## src/sv/hc2_pkg.sv

```systemverilog
// Shared types, constants and mod-26 helpers for the 2x2 Hill cipher block.
package hc2_pkg;

   localparam int unsigned LETTER_W   = 5;
   localparam int unsigned PROD_W     = 10;
   localparam int unsigned SUM_W      = 11;
   localparam int unsigned CSR_IDX_W  = 3;
   localparam int unsigned CSR_DATA_W = 5;
   localparam int unsigned FIFO_DEPTH = 8;
   localparam int unsigned FIFO_AW    = $clog2(FIFO_DEPTH);
   localparam int unsigned FIFO_CW    = FIFO_AW + 1;

   localparam logic [LETTER_W-1:0] MODULUS    = 5'd26;
   localparam logic [LETTER_W-1:0] PAD_LETTER = 5'd23;
   localparam logic [SUM_W-1:0]    DET_BIAS   = 11'd676;

   localparam logic [LETTER_W-1:0] KEY_TL_RST = 5'd3;
   localparam logic [LETTER_W-1:0] KEY_TR_RST = 5'd3;
   localparam logic [LETTER_W-1:0] KEY_BL_RST = 5'd2;
   localparam logic [LETTER_W-1:0] KEY_BR_RST = 5'd5;

   typedef enum logic [CSR_IDX_W-1:0] {
      CSR_KEY_TOP_LEFT     = 3'd0,
      CSR_KEY_TOP_RIGHT    = 3'd1,
      CSR_KEY_BOTTOM_LEFT  = 3'd2,
      CSR_KEY_BOTTOM_RIGHT = 3'd3,
      CSR_DECRYPT_MODE     = 3'd4
   } hc2_csr_type;

   typedef enum logic {
      KIND_PAIR  = 1'b0,
      KIND_ERROR = 1'b1
   } hc2_kind_type;

   typedef struct packed {
      logic [LETTER_W-1:0] letter_in;
      logic                last_in;
   } hc2_req_type;

   typedef struct packed {
      logic [LETTER_W-1:0] letter_out;
      logic                last_out;
      logic                key_error;
   } hc2_rsp_type;

   // 5-bit value to 0..25: one compare and subtract.
   function automatic logic [LETTER_W-1:0] red26(input logic [LETTER_W-1:0] v);
      logic [LETTER_W-1:0] r;
      r = (v >= MODULUS) ? v - MODULUS : v;
      return r;
   endfunction

   // Additive inverse of a reduced value.
   function automatic logic [LETTER_W-1:0] neg26(input logic [LETTER_W-1:0] v);
      logic [LETTER_W-1:0] r;
      r = (v == '0) ? '0 : MODULUS - v;
      return r;
   endfunction

   // Values below 1302 to 0..25: quotient estimate by 78/2048 never overshoots
   // and is at most one low, so one compare and subtract finishes it.
   function automatic logic [LETTER_W-1:0] mod26(input logic [SUM_W-1:0] s);
      logic [17:0]      scaled;
      logic [5:0]       q;
      logic [SUM_W-1:0] qm;
      logic [5:0]       r;
      logic [5:0]       rr;
      scaled = 18'(s) * 18'd78;
      q      = scaled[17:11] > 7'd63 ? 6'd63 : scaled[16:11];
      qm     = (SUM_W'(q) << 4) + (SUM_W'(q) << 3) + (SUM_W'(q) << 1);
      r      = 6'(s - qm);
      rr     = (r >= 6'd26) ? r - 6'd26 : r;
      return rr[LETTER_W-1:0];
   endfunction

   // Multiplicative inverse mod 26; 0 where none exists.
   function automatic logic [LETTER_W-1:0] inv26(input logic [LETTER_W-1:0] v);
      logic [LETTER_W-1:0] r;
      case (v)
         5'd1:    r = 5'd1;
         5'd3:    r = 5'd9;
         5'd5:    r = 5'd21;
         5'd7:    r = 5'd15;
         5'd9:    r = 5'd3;
         5'd11:   r = 5'd19;
         5'd15:   r = 5'd7;
         5'd17:   r = 5'd23;
         5'd19:   r = 5'd11;
         5'd21:   r = 5'd5;
         5'd23:   r = 5'd17;
         5'd25:   r = 5'd25;
         default: r = 5'd0;
      endcase
      return r;
   endfunction

endpackage

```

## src/sv/hill_cipher_2x2.sv

```systemverilog
// Hill cipher on letter pairs with a 2x2 key mod 26, top level.
//
// Letters (0..25) enter one per cycle on the req channel while req_stall is
// low and are paired; each completed pair yields two result beats on the rsp
// channel, a lone final letter is padded with X. A pair's products are
// registered and then written into the result queue; results leave it at
// one beat per cycle while rsp_stall is low. Decrypt mode multiplies by the
// inverse key; if the key has no inverse, letters are swallowed and the final
// letter gives one beat with key_error set. The effective matrix is built from
// the key registers in a three-stage pipeline (products, determinant inverse,
// adjugate scaling), so req_stall is held high after reset and after every csr
// write until the new matrix has reached the last stage. req_stall also rises
// when the eight-beat result queue cannot take another pair.
module hill_cipher_2x2 (
   input  logic                                     clock,
   input  logic                                     reset,
   input  logic                                     req_valid,
   output logic                                     req_stall,
   input  hc2_pkg::hc2_req_type                     req_data,
   output logic                                     rsp_valid,
   input  logic                                     rsp_stall,
   output hc2_pkg::hc2_rsp_type                     rsp_data,
   input  logic                                     csr_valid,
   output logic                                     csr_ready,
   input  logic [hc2_pkg::CSR_IDX_W-1:0]            csr_index,
   input  logic [hc2_pkg::CSR_DATA_W-1:0]           csr_data
);
   import hc2_pkg::*;

   // configuration registers
   logic [LETTER_W-1:0] key_tl_ff, key_tr_ff, key_bl_ff, key_br_ff;
   logic                dec_ff;
   logic [1:0]          settle_ff, settle_in;
   logic                csr_wr;

   // matrix pipeline
   logic [LETTER_W-1:0] ka_in, kb_in, kc_in, kd_in;
   logic [LETTER_W-1:0] ka1_ff, kb1_ff, kc1_ff, kd1_ff;
   logic [PROD_W-1:0]   ad_ff, bc_ff;
   logic                dec1_ff;
   logic [LETTER_W-1:0] ka2_ff, kb2_ff, kc2_ff, kd2_ff, di_ff, di_in;
   logic                dec2_ff;
   logic [LETTER_W-1:0] m00_ff, m01_ff, m10_ff, m11_ff;
   logic [LETTER_W-1:0] m00_in, m01_in, m10_in, m11_in;
   logic                bad_ff, bad_in;

   // pairing state and item path
   logic                accept;
   logic [LETTER_W-1:0] letter;
   logic                holding_ff, holding_in;
   logic [LETTER_W-1:0] held_ff, held_in;
   logic [LETTER_W-1:0] p0, p1;
   logic                s1_valid_ff, s1_valid_in;
   hc2_kind_type        s1_kind_ff, s1_kind_in;
   logic                s1_last_ff;
   logic [PROD_W-1:0]   pr00_ff, pr01_ff, pr10_ff, pr11_ff;

   // result queue
   hc2_rsp_type         fifo_ff [FIFO_DEPTH];
   logic [FIFO_AW-1:0]  wr_ptr_ff, wr_ptr_in, rd_ptr_ff, rd_ptr_in;
   logic [FIFO_CW-1:0]  count_ff, count_in;
   logic [1:0]          push_n;
   logic                pop;
   hc2_rsp_type         push0, push1;
   logic [FIFO_CW:0]    demand;

   // ---------------- configuration ----------------
   assign csr_ready = 1'b1;
   assign csr_wr    = csr_valid & csr_ready;

   always_ff @(posedge clock) begin
      if (reset) begin
         key_tl_ff <= KEY_TL_RST;
         key_tr_ff <= KEY_TR_RST;
         key_bl_ff <= KEY_BL_RST;
         key_br_ff <= KEY_BR_RST;
         dec_ff    <= 1'b0;
         settle_ff <= 2'd3;
      end else begin
         settle_ff <= settle_in;
         if (csr_wr) begin
            case (hc2_csr_type'(csr_index))
               CSR_KEY_TOP_LEFT:     key_tl_ff <= csr_data[LETTER_W-1:0];
               CSR_KEY_TOP_RIGHT:    key_tr_ff <= csr_data[LETTER_W-1:0];
               CSR_KEY_BOTTOM_LEFT:  key_bl_ff <= csr_data[LETTER_W-1:0];
               CSR_KEY_BOTTOM_RIGHT: key_br_ff <= csr_data[LETTER_W-1:0];
               CSR_DECRYPT_MODE:     dec_ff    <= csr_data[0];
               default: ;
            endcase
         end
      end
   end

   // hold off items until the matrix pipeline has the new key
   always_comb begin
      if (csr_wr)
         settle_in = 2'd3;
      else if (settle_ff != 2'd0)
         settle_in = settle_ff - 2'd1;
      else
         settle_in = settle_ff;
   end

   // ---------------- matrix pipeline ----------------
   assign ka_in = red26(key_tl_ff);
   assign kb_in = red26(key_tr_ff);
   assign kc_in = red26(key_bl_ff);
   assign kd_in = red26(key_br_ff);

   assign di_in = inv26(mod26(SUM_W'(ad_ff) + DET_BIAS - SUM_W'(bc_ff)));

   always_comb begin
      if (dec2_ff) begin
         m00_in = mod26(SUM_W'(PROD_W'(di_ff) * PROD_W'(kd2_ff)));
         m01_in = mod26(SUM_W'(PROD_W'(di_ff) * PROD_W'(neg26(kb2_ff))));
         m10_in = mod26(SUM_W'(PROD_W'(di_ff) * PROD_W'(neg26(kc2_ff))));
         m11_in = mod26(SUM_W'(PROD_W'(di_ff) * PROD_W'(ka2_ff)));
         bad_in = (di_ff == '0);
      end else begin
         m00_in = ka2_ff;
         m01_in = kb2_ff;
         m10_in = kc2_ff;
         m11_in = kd2_ff;
         bad_in = 1'b0;
      end
   end

   always_ff @(posedge clock) begin
      ka1_ff  <= ka_in;
      kb1_ff  <= kb_in;
      kc1_ff  <= kc_in;
      kd1_ff  <= kd_in;
      ad_ff   <= PROD_W'(ka_in) * PROD_W'(kd_in);
      bc_ff   <= PROD_W'(kb_in) * PROD_W'(kc_in);
      dec1_ff <= dec_ff;
      ka2_ff  <= ka1_ff;
      kb2_ff  <= kb1_ff;
      kc2_ff  <= kc1_ff;
      kd2_ff  <= kd1_ff;
      di_ff   <= di_in;
      dec2_ff <= dec1_ff;
      m00_ff  <= m00_in;
      m01_ff  <= m01_in;
      m10_ff  <= m10_in;
      m11_ff  <= m11_in;
      bad_ff  <= bad_in;
   end

   // ---------------- pairing and products ----------------
   assign accept = req_valid & ~req_stall;
   assign letter = red26(req_data.letter_in);

   always_comb begin
      holding_in  = holding_ff;
      held_in     = held_ff;
      s1_valid_in = 1'b0;
      s1_kind_in  = KIND_PAIR;
      p0          = held_ff;
      p1          = letter;
      if (accept) begin
         if (bad_ff) begin
            if (req_data.last_in) begin
               holding_in  = 1'b0;
               held_in     = '0;
               s1_valid_in = 1'b1;
               s1_kind_in  = KIND_ERROR;
            end else if (holding_ff) begin
               holding_in = 1'b0;
            end else begin
               holding_in = 1'b1;
               held_in    = letter;
            end
         end else if (holding_ff) begin
            holding_in  = 1'b0;
            held_in     = '0;
            s1_valid_in = 1'b1;
         end else if (req_data.last_in) begin
            // pad a lone final letter
            p0          = letter;
            p1          = PAD_LETTER;
            held_in     = '0;
            s1_valid_in = 1'b1;
         end else begin
            holding_in = 1'b1;
            held_in    = letter;
         end
      end
   end

   always_ff @(posedge clock) begin
      if (reset) begin
         holding_ff  <= 1'b0;
         held_ff     <= '0;
         s1_valid_ff <= 1'b0;
      end else begin
         holding_ff  <= holding_in;
         held_ff     <= held_in;
         s1_valid_ff <= s1_valid_in;
      end
   end

   always_ff @(posedge clock) begin
      s1_kind_ff <= s1_kind_in;
      s1_last_ff <= req_data.last_in;
      pr00_ff    <= PROD_W'(m00_ff) * PROD_W'(p0);
      pr01_ff    <= PROD_W'(m01_ff) * PROD_W'(p1);
      pr10_ff    <= PROD_W'(m10_ff) * PROD_W'(p0);
      pr11_ff    <= PROD_W'(m11_ff) * PROD_W'(p1);
   end

   // ---------------- result queue ----------------
   always_comb begin
      push0  = '0;
      push1  = '0;
      push_n = 2'd0;
      if (s1_valid_ff) begin
         case (s1_kind_ff)
            KIND_ERROR: begin
               push0.last_out  = 1'b1;
               push0.key_error = 1'b1;
               push_n          = 2'd1;
            end
            KIND_PAIR: begin
               push0.letter_out = mod26(SUM_W'(pr00_ff) + SUM_W'(pr01_ff));
               push1.letter_out = mod26(SUM_W'(pr10_ff) + SUM_W'(pr11_ff));
               push1.last_out   = s1_last_ff;
               push_n           = 2'd2;
            end
            default: push_n = 2'd0;
         endcase
      end
   end

   assign rsp_valid = (count_ff != '0);
   assign rsp_data  = fifo_ff[rd_ptr_ff];
   assign pop       = rsp_valid & ~rsp_stall;

   assign wr_ptr_in = wr_ptr_ff + FIFO_AW'(push_n);
   assign rd_ptr_in = rd_ptr_ff + FIFO_AW'(pop);
   assign count_in  = count_ff + FIFO_CW'(push_n) - FIFO_CW'(pop);

   // reserve room for the beats in flight plus a full pair
   assign demand    = (FIFO_CW+1)'(count_ff) + ((FIFO_CW+1)'(s1_valid_ff) << 1)
                      + (FIFO_CW+1)'(2);
   assign req_stall = (settle_ff != 2'd0) || (demand > (FIFO_CW+1)'(FIFO_DEPTH));

   always_ff @(posedge clock) begin
      if (reset) begin
         wr_ptr_ff <= '0;
         rd_ptr_ff <= '0;
         count_ff  <= '0;
      end else begin
         wr_ptr_ff <= wr_ptr_in;
         rd_ptr_ff <= rd_ptr_in;
         count_ff  <= count_in;
      end
   end

   always_ff @(posedge clock) begin
      if (push_n != 2'd0)
         fifo_ff[wr_ptr_ff] <= push0;
      if (push_n == 2'd2)
         fifo_ff[wr_ptr_ff + FIFO_AW'(1)] <= push1;
   end

   // ---------------- checks ----------------
   a_queue_bound: assert property (@(posedge clock) disable iff (reset)
      count_ff <= FIFO_CW'(FIFO_DEPTH))
      else $error("result queue overflow");

   a_stage_from_accept: assert property (@(posedge clock) disable iff (reset)
      s1_valid_ff |-> $past(accept))
      else $error("product stage loaded without an accepted beat");

   a_last_clears_pair: assert property (@(posedge clock) disable iff (reset)
      accept && req_data.last_in |=> !holding_ff && s1_valid_ff)
      else $error("final letter left a pair open or gave no result");

   a_error_beat: assert property (@(posedge clock) disable iff (reset)
      rsp_valid && rsp_data.key_error |-> rsp_data.last_out && rsp_data.letter_out == '0)
      else $error("key error beat malformed");

   a_letter_range: assert property (@(posedge clock) disable iff (reset)
      rsp_valid |-> rsp_data.letter_out < MODULUS)
      else $error("result letter out of range");

endmodule
```

## config.mk

```make
export PLATFORM = sky130hd
export DESIGN_NAME = hill_cipher_2x2
export DESIGN_NICKNAME = d
export VERILOG_FILES = /design/src/sv/hc2_pkg.sv /design/src/sv/hill_cipher_2x2.sv
export SDC_FILE = /design/constraint.sdc
export NUM_CORES = 1
export LEC_CHECK = 0
export ABC_AREA = 0
export BUFFER_PORTS_ARGS = -buffer_cell sky130_fd_sc_hd__buf_2
export CAP_MARGIN = 5
export CORE_MARGIN = 3
export CORE_UTILIZATION = 30
export CTS_CLUSTER_SIZE = 14
export DETAILED_ROUTE_END_ITERATION = 10
export PLACE_DENSITY = 0.45
export SLEW_MARGIN = 0
export SYNTH_ARGS = -nofsm -noshare
export SYNTH_HDL_FRONTEND = slang
export SYNTH_SLANG_ARGS = --single-unit
```

## constraint.sdc

```tcl
create_clock -name clock -period 11.3 [get_ports clock]
set_input_delay 2.26 -clock clock [delete_from_list [all_inputs] [get_ports clock]]
set_output_delay 2.26 -clock clock [all_outputs]
set_load 0.02 [all_outputs]
```

Word-level counts from Yosys, hierarchy flattened --
Memories as Yosys holds them, arrays and structs flattened. A register that Yosys moved wholly into a read port is not among the register bits. Index checks and enable logic that the tools add are counted.
Storage, ports and cells: memories kept 2, logic and storage cells 200, bits of input ports 19, output and inout bits 10, bits in writable memories 56, register bits 165, ROM bits 160
Operators by class: multiplexer cells 54, equality and inequality tests 6, multipliers 17, magnitude comparators 16, reduce and logical (&&, ||, !) cells 17, add/sub/neg operators 47, bitwise logic cells 6
Memory list:
- (name not given) | depth 32, bits a word 5, rd ports 1, clocked after Yosys merged registers in 1, write ports 0, line hc2_pkg.sv:79 | case (v)
- fifo_ff | depth 8, bits a word 7, rd ports 1, clocked after Yosys merged registers in 1, write ports 2, line hill_cipher_2x2.sv:59 | hc2_rsp_type fifo_ff [FIFO_DEPTH];
Operators with widths (count):
- two-way mux 5 bit | 35
- multiplier 5 x 5 -> 10 bit | 10
- adder 6 bit | 14
- multiplier 10 x 6 -> 15 bit (second input constant) | 4
- subtractor 5 bit (second input constant) | 12
- multiplier 11 x 6 -> 17 bit (second input constant) | 3
- >= comparator 6 x 5 -> 1 bit (second input constant) | 7
- subtractor 6 bit | 7
- >= comparator 5 bit (second input constant) | 5
- adder 10 x 10 -> 11 bit | 2
- > comparator 7 x 6 -> 1 bit (second input constant) | 3
- zero test 5 bit | 3
- AND reduction 2 bit | 7
- two-way mux 1 bit | 12
- two-way mux 6 bit | 2
- adder 10 x 10 -> 11 bit (second input constant) | 1
- subtractor 11 x 10 -> 11 bit | 1
- subtractor 5 bit (first input constant) | 2
- two-way mux 7 bit | 1
- equality test 3 x 2 -> 1 bit (second input constant) | 2
- adder 4 x 2 -> 5 bit | 1
- adder 5 x 2 -> 5 bit (second input constant) | 1
- > comparator 5 x 4 -> 1 bit (second input constant) | 1
- adder 4 x 2 -> 4 bit | 1
- 19 further kinds | 26

Longest topological paths before layout --
word-level depth 11, gate-level depth with buffers 43, depth with buffers taken out 42

Worst setup path before layout --
OpenSTA, ideal clock, no wires.
path type register to register, from register kc2_ff[0], to register m10_ff[1], path buffers 0, cell stages (with the launch flop) 40, setup time 0.130 ns, required time 11.170 ns, slack 1.942 ns, period minus slack after synthesis 9.358 ns, data arrival time 9.227 ns, cell sequence dfxtp_1 -> inv_1 -> ha_1 -> inv_1 -> or3_1 -> nand3_1 -> o21ai_0 -> nand2_1 -> fa_1 -> fa_1 -> fa_1 -> inv_1 -> ha_1 -> nor2b_1 -> o21ai_0 -> nand2b_1 -> a21o_1 -> a21oi_1 -> (+4 left out) -> fa_1 -> inv_1 -> ha_1 -> and3_1 -> a211oi_1 -> o21bai_1 -> xor2_1 -> fa_1 -> fa_1 -> xor2_1 -> xnor2_1 -> xnor3_1 -> xnor3_1 -> xnor2_1 -> xnor2_1 -> mux2_2 -> a41oi_1 -> mux2i_1
On the way: word-level cells in the longest chain between the ends 10, elaborated cells between the ends (all ways) 12, those cells by class add/sub: 5; mul: 2; order compare: 1; mux: 3; reduce/logical: 1
Ends and longest elaborated chain:
- start: declaration | line hill_cipher_2x2.sv:41 | logic [LETTER_W-1:0] ka2_ff, kb2_ff, kc2_ff, kd2_ff, di_ff, di_in;
- start signal: assignment | line hill_cipher_2x2.sv:138 | kc2_ff <= kc1_ff;
- subtractor 5 bit / zero test 5 bit (equally long branches) | line hc2_pkg.sv:56 | r = (v == '0) ? '0 : MODULUS - v;
- two-way mux 5 bit * | line hc2_pkg.sv:56
- multiplier 5 x 5 -> 10 bit * | line hill_cipher_2x2.sv:116 | m10_in = mod26(SUM_W'(PROD_W'(di_ff) * PROD_W'(neg26(kc2_ff))));
- multiplier 10 x 6 -> 15 bit | line hc2_pkg.sv:68 | scaled = 18'(s) * 18'd78;
- adder 6 bit (2 in a row) | line hc2_pkg.sv:70 | qm = (SUM_W'(q) << 4) + (SUM_W'(q) << 3) + (SUM_W'(q) << 1);
- subtractor 6 bit * | line hc2_pkg.sv:71 | r = 6'(s - qm);
- >= comparator 6 x 5 -> 1 bit | line hc2_pkg.sv:72 | rr = (r >= 6'd26) ? r - 6'd26 : r;
- two-way mux 5 bit * | line hc2_pkg.sv:72
- two-way mux 5 bit * | line hill_cipher_2x2.sv:113 | if (dec2_ff) begin
- named net m10_in[1] | line hill_cipher_2x2.sv:44 | logic [LETTER_W-1:0] m00_in, m01_in, m10_in, m11_in;
- end signal: assignment | line hill_cipher_2x2.sv:144 | m10_ff <= m10_in;
- end: declaration | line hill_cipher_2x2.sv:43 | logic [LETTER_W-1:0] m00_ff, m01_ff, m10_ff, m11_ff;
Mark *: on every way through the listed nets, which the timed path passes. The rest lies on a longest branch. A chain may end at the register's enable or synchronous reset.

Final worst setup path --
Ends and elaborated chain as after synthesis.

==> results.py <==
metrics = {
    "synth": {
        "netlist_area_um2": 26500,
        "synth.avg_cell_area_um2": 9.018,
        "seq_area_frac_synth_pct": 18.89,
        "syn-num-nets": 3629,
        "synth_area_leader_cell": "ha_1",
        "synthFlopType": "dfxtp_1",
        "ys.warnings.count": 0,
        "ys_top_cells_by_area": "ha_1, fa_1, dfxtp_1",
        "synth-edff-count": 48,
        "synth.area.mux_share_pct": 3.055,
        "yosysTopAreaCellShare_pct": 21.86,
        "yosys.area_share.adder_pct": 37.66,
        "synthXorXnorAreaFrac_pct": 6.616,
        "yosysUniqueCellTypes": 91,
        "yosys.area_share.simple_pct": 13.01,
        "synth_compound_area_share_pct": 12.14,
        "synthCells": 2938,
        "ys_seq_elements": 226,
        "synth_top_family_by_area": "adder cells",
        "postSynth.asyncResetShare_pct": 0,
    },
    "clocking": {
        "cts_buffer_depth": 3,
        "cts_resized": 0,
        "clock_sinks": 226,
        "path_clk_slew_ns": 0.06,
        "cts_root_buf": "clkbuf_16",
        "ctsHoldBuffers": 0,
        "cts_tree": "built",
        "post-cts-setup-buffer-count": 0,
        "clock_latency_ns": 0.56,
        "cts_buffers": 28,
        "cts_htree_levels": 1,
    },
    "grt": {
        "grt-busiest-layer": "met2",
        "grtUsageMet1_pct": 17.49,
        "grtUsageMet2_pct": 23.02,
        "antenna_found_initial": 0,
        "grtUsageMet3_pct": 1.092,
        "overflow": 0,
        "grt_max_degree": 36,
        "grt_pass1_vias": 19411,
        "grt_pass1_wl_um": 98610,
        "grt_usage_pct": 12.96,
    },
    "routing": {
        "drtPass1Iterations": 5,
        "drt-vias-per-instance": 4.588,
        "wl_um": 58140,
        "drc_errors": 0,
        "wl_per_cell_um": 14.01,
        "drtIter0Drc": 718,
        "ant_nets": 0,
        "vias": 19039,
    },
    "placement": {
        "gp_congestion": 0.7783,
        "dp_hpwl_um": 47910,
        "port_buffers": 27,
    },
    "sta": {
        "drv_slew": 0,
        "maxSlewHeadroom_pct": 21.21,
        "hold_viol": 0,
        "setup_viol": 0,
        "fmax_ghz": 0.09892,
        "tns_ns": 0,
        "post-route-period-util_pct": 89.46,
        "min_period_ns": 10.11,
        "tightest_slew_ns": 1.170,
        "rsz0062_at_grt": "no",
        "finClkSkew_ns": 0.01232,
    },
    "final_layout": {
        "diodes": 0,
        "mostFrequentLayoutCell": "inv_1",
        "fin_nets": 3665,
        "drive_gt1_share_pct": 5.409,
        "area_growth_syn_to_layout_pct": 9.360,
        "n_fill_cell": 9225,
        "layout_common_cells": "inv_1, ha_1, nand2_1, fa_1, dfxtp_1",
    },
    "setup_path": {
        "critical_path.endpoint_type": "register",
        "crit_arrival_ns": 10.53,
        "crit_buf_inv": 5,
        "crit_type": "register to register",
        "required_ns": 11.72,
        "worstSetupStartpointType": "register",
        "cpPeakStageDelay_ns": 0.56,
        "crit_slowest_cell": "fa_1",
        "cp_max_fo": 5,
        "cp_top_family": "adder cells",
        "cpMostUsedCell": "fa_1",
    },
    "die": {
        "die_y_um": 303.2,
        "die_area_um2": 91920,
        "initial_utilization_pct": 30.40,
        "dieWidth_um": 303.2,
        "row_count": 108,
        "num_io_pins": 29,
        "core_area_um2": 87160,
    },
    "run": {
        "maxCapViolCount": 0,
    },
    "worst_hold_path": {
        "hold_path_class": "register to register",
    },
    "outcome": {
        "outcome": "finished clean",
    },
}
==> routing by layer <==
layer / up-vias / wire length (um) / part of all wire (%)
li1: 9834 / - / -
met1: 9012 / 27770 / 48
met2: 140 / 28440 / 49
met3: 53 / 1098 / 1.9
met4: 0 / 827 / 1.4
met5: - / 0 / 0
==> cells in the mapped netlist, types with 12 or more instances <==
master / n
o211ai_1: 12
nor2b_1: 37
a211oi_1: 13
xnor2_1: 113
ha_1: 463
nor4_1: 13
a21oi_1: 134
dfxtp_1: 178
clkbuf_1: 37
a21o_1: 54
fa_1: 209
o21a_1: 15
and2_1: 131
o31ai_1: 13
nand2b_1: 28
nand2_1: 242
nor2_1: 121
nor3_1: 39
o22ai_1: 30
inv_1: 558
o21bai_1: 26
mux2_2: 17
xor2_1: 64
mux2i_1: 28
nand3_1: 38
o21ai_0: 90
a31oi_1: 14
edfxtp_1: 48
mux4_2: 15
==> metrics by stage <==
step / instance area, um2 / util, % / hold slack [ns] / setup slack (ns) / instances
2_1_floorplan: 26500 / - / 0.3096 / 1.943 / 2938
5_1_grt: 28980 / 33.24 / 0.3242 / 0.3228 / 4150
6_report: 28980 / 33.24 / 0.3157 / 1.191 / 4150
3_3_place_gp: 28070 / 32.21 / 0.3106 / 1.260 / 4099
4_1_cts: 28980 / 33.24 / 0.3145 / 1.129 / 4150
3_5_place_dp: 28070 / 32.21 / 0.3121 / 1.208 / 4099
==> path summary, 6_finish.rpt <==
check,from,cells after the start,slack (ns),endpoint
worst min register to register,ka1_ff[2],0,0.32,ka2_ff[2]
worst min-delay path,ka1_ff[2],0,0.32,ka2_ff[2]
worst max-delay path,kc2_ff[0],37,1.19,m10_ff[1]
worst max register to register,kc2_ff[0],37,1.19,m10_ff[1]
==> sequential cells by signal (all words and copies together) (netlist names), 10 cells and up <==
signal and count:
ad_ff 10, pr11_ff 10, bc_ff 10, pr10_ff 10
pr01_ff 10, fifo_ff 56, pr00_ff 10
==> cells by family after synthesis <==
kind of cell | after synthesis
buf+inv | 604
flops | 226
other cells | 1
simple gates | 703
compound gates | 486
fa+ha+maj | 672
mux | 60
xor+xnor | 186
==> cell type report <==
class	count	area [um2]	share of cell area (%)
Sequential cell	226	5005	17.27
Tap cell	1155	1445	4.987
Clock buffer	32	737.0	2.543
Inverter	559	2098	7.242
Clock inverter	19	168.9	0.5830
Multi-Input combinational cell	2108	19210	66.28
Timing Repair Buffer	51	315.3	1.088
Power is not shown: default switching activity piles up to over one toggle a cycle in this logic, so the estimate is an artifact.
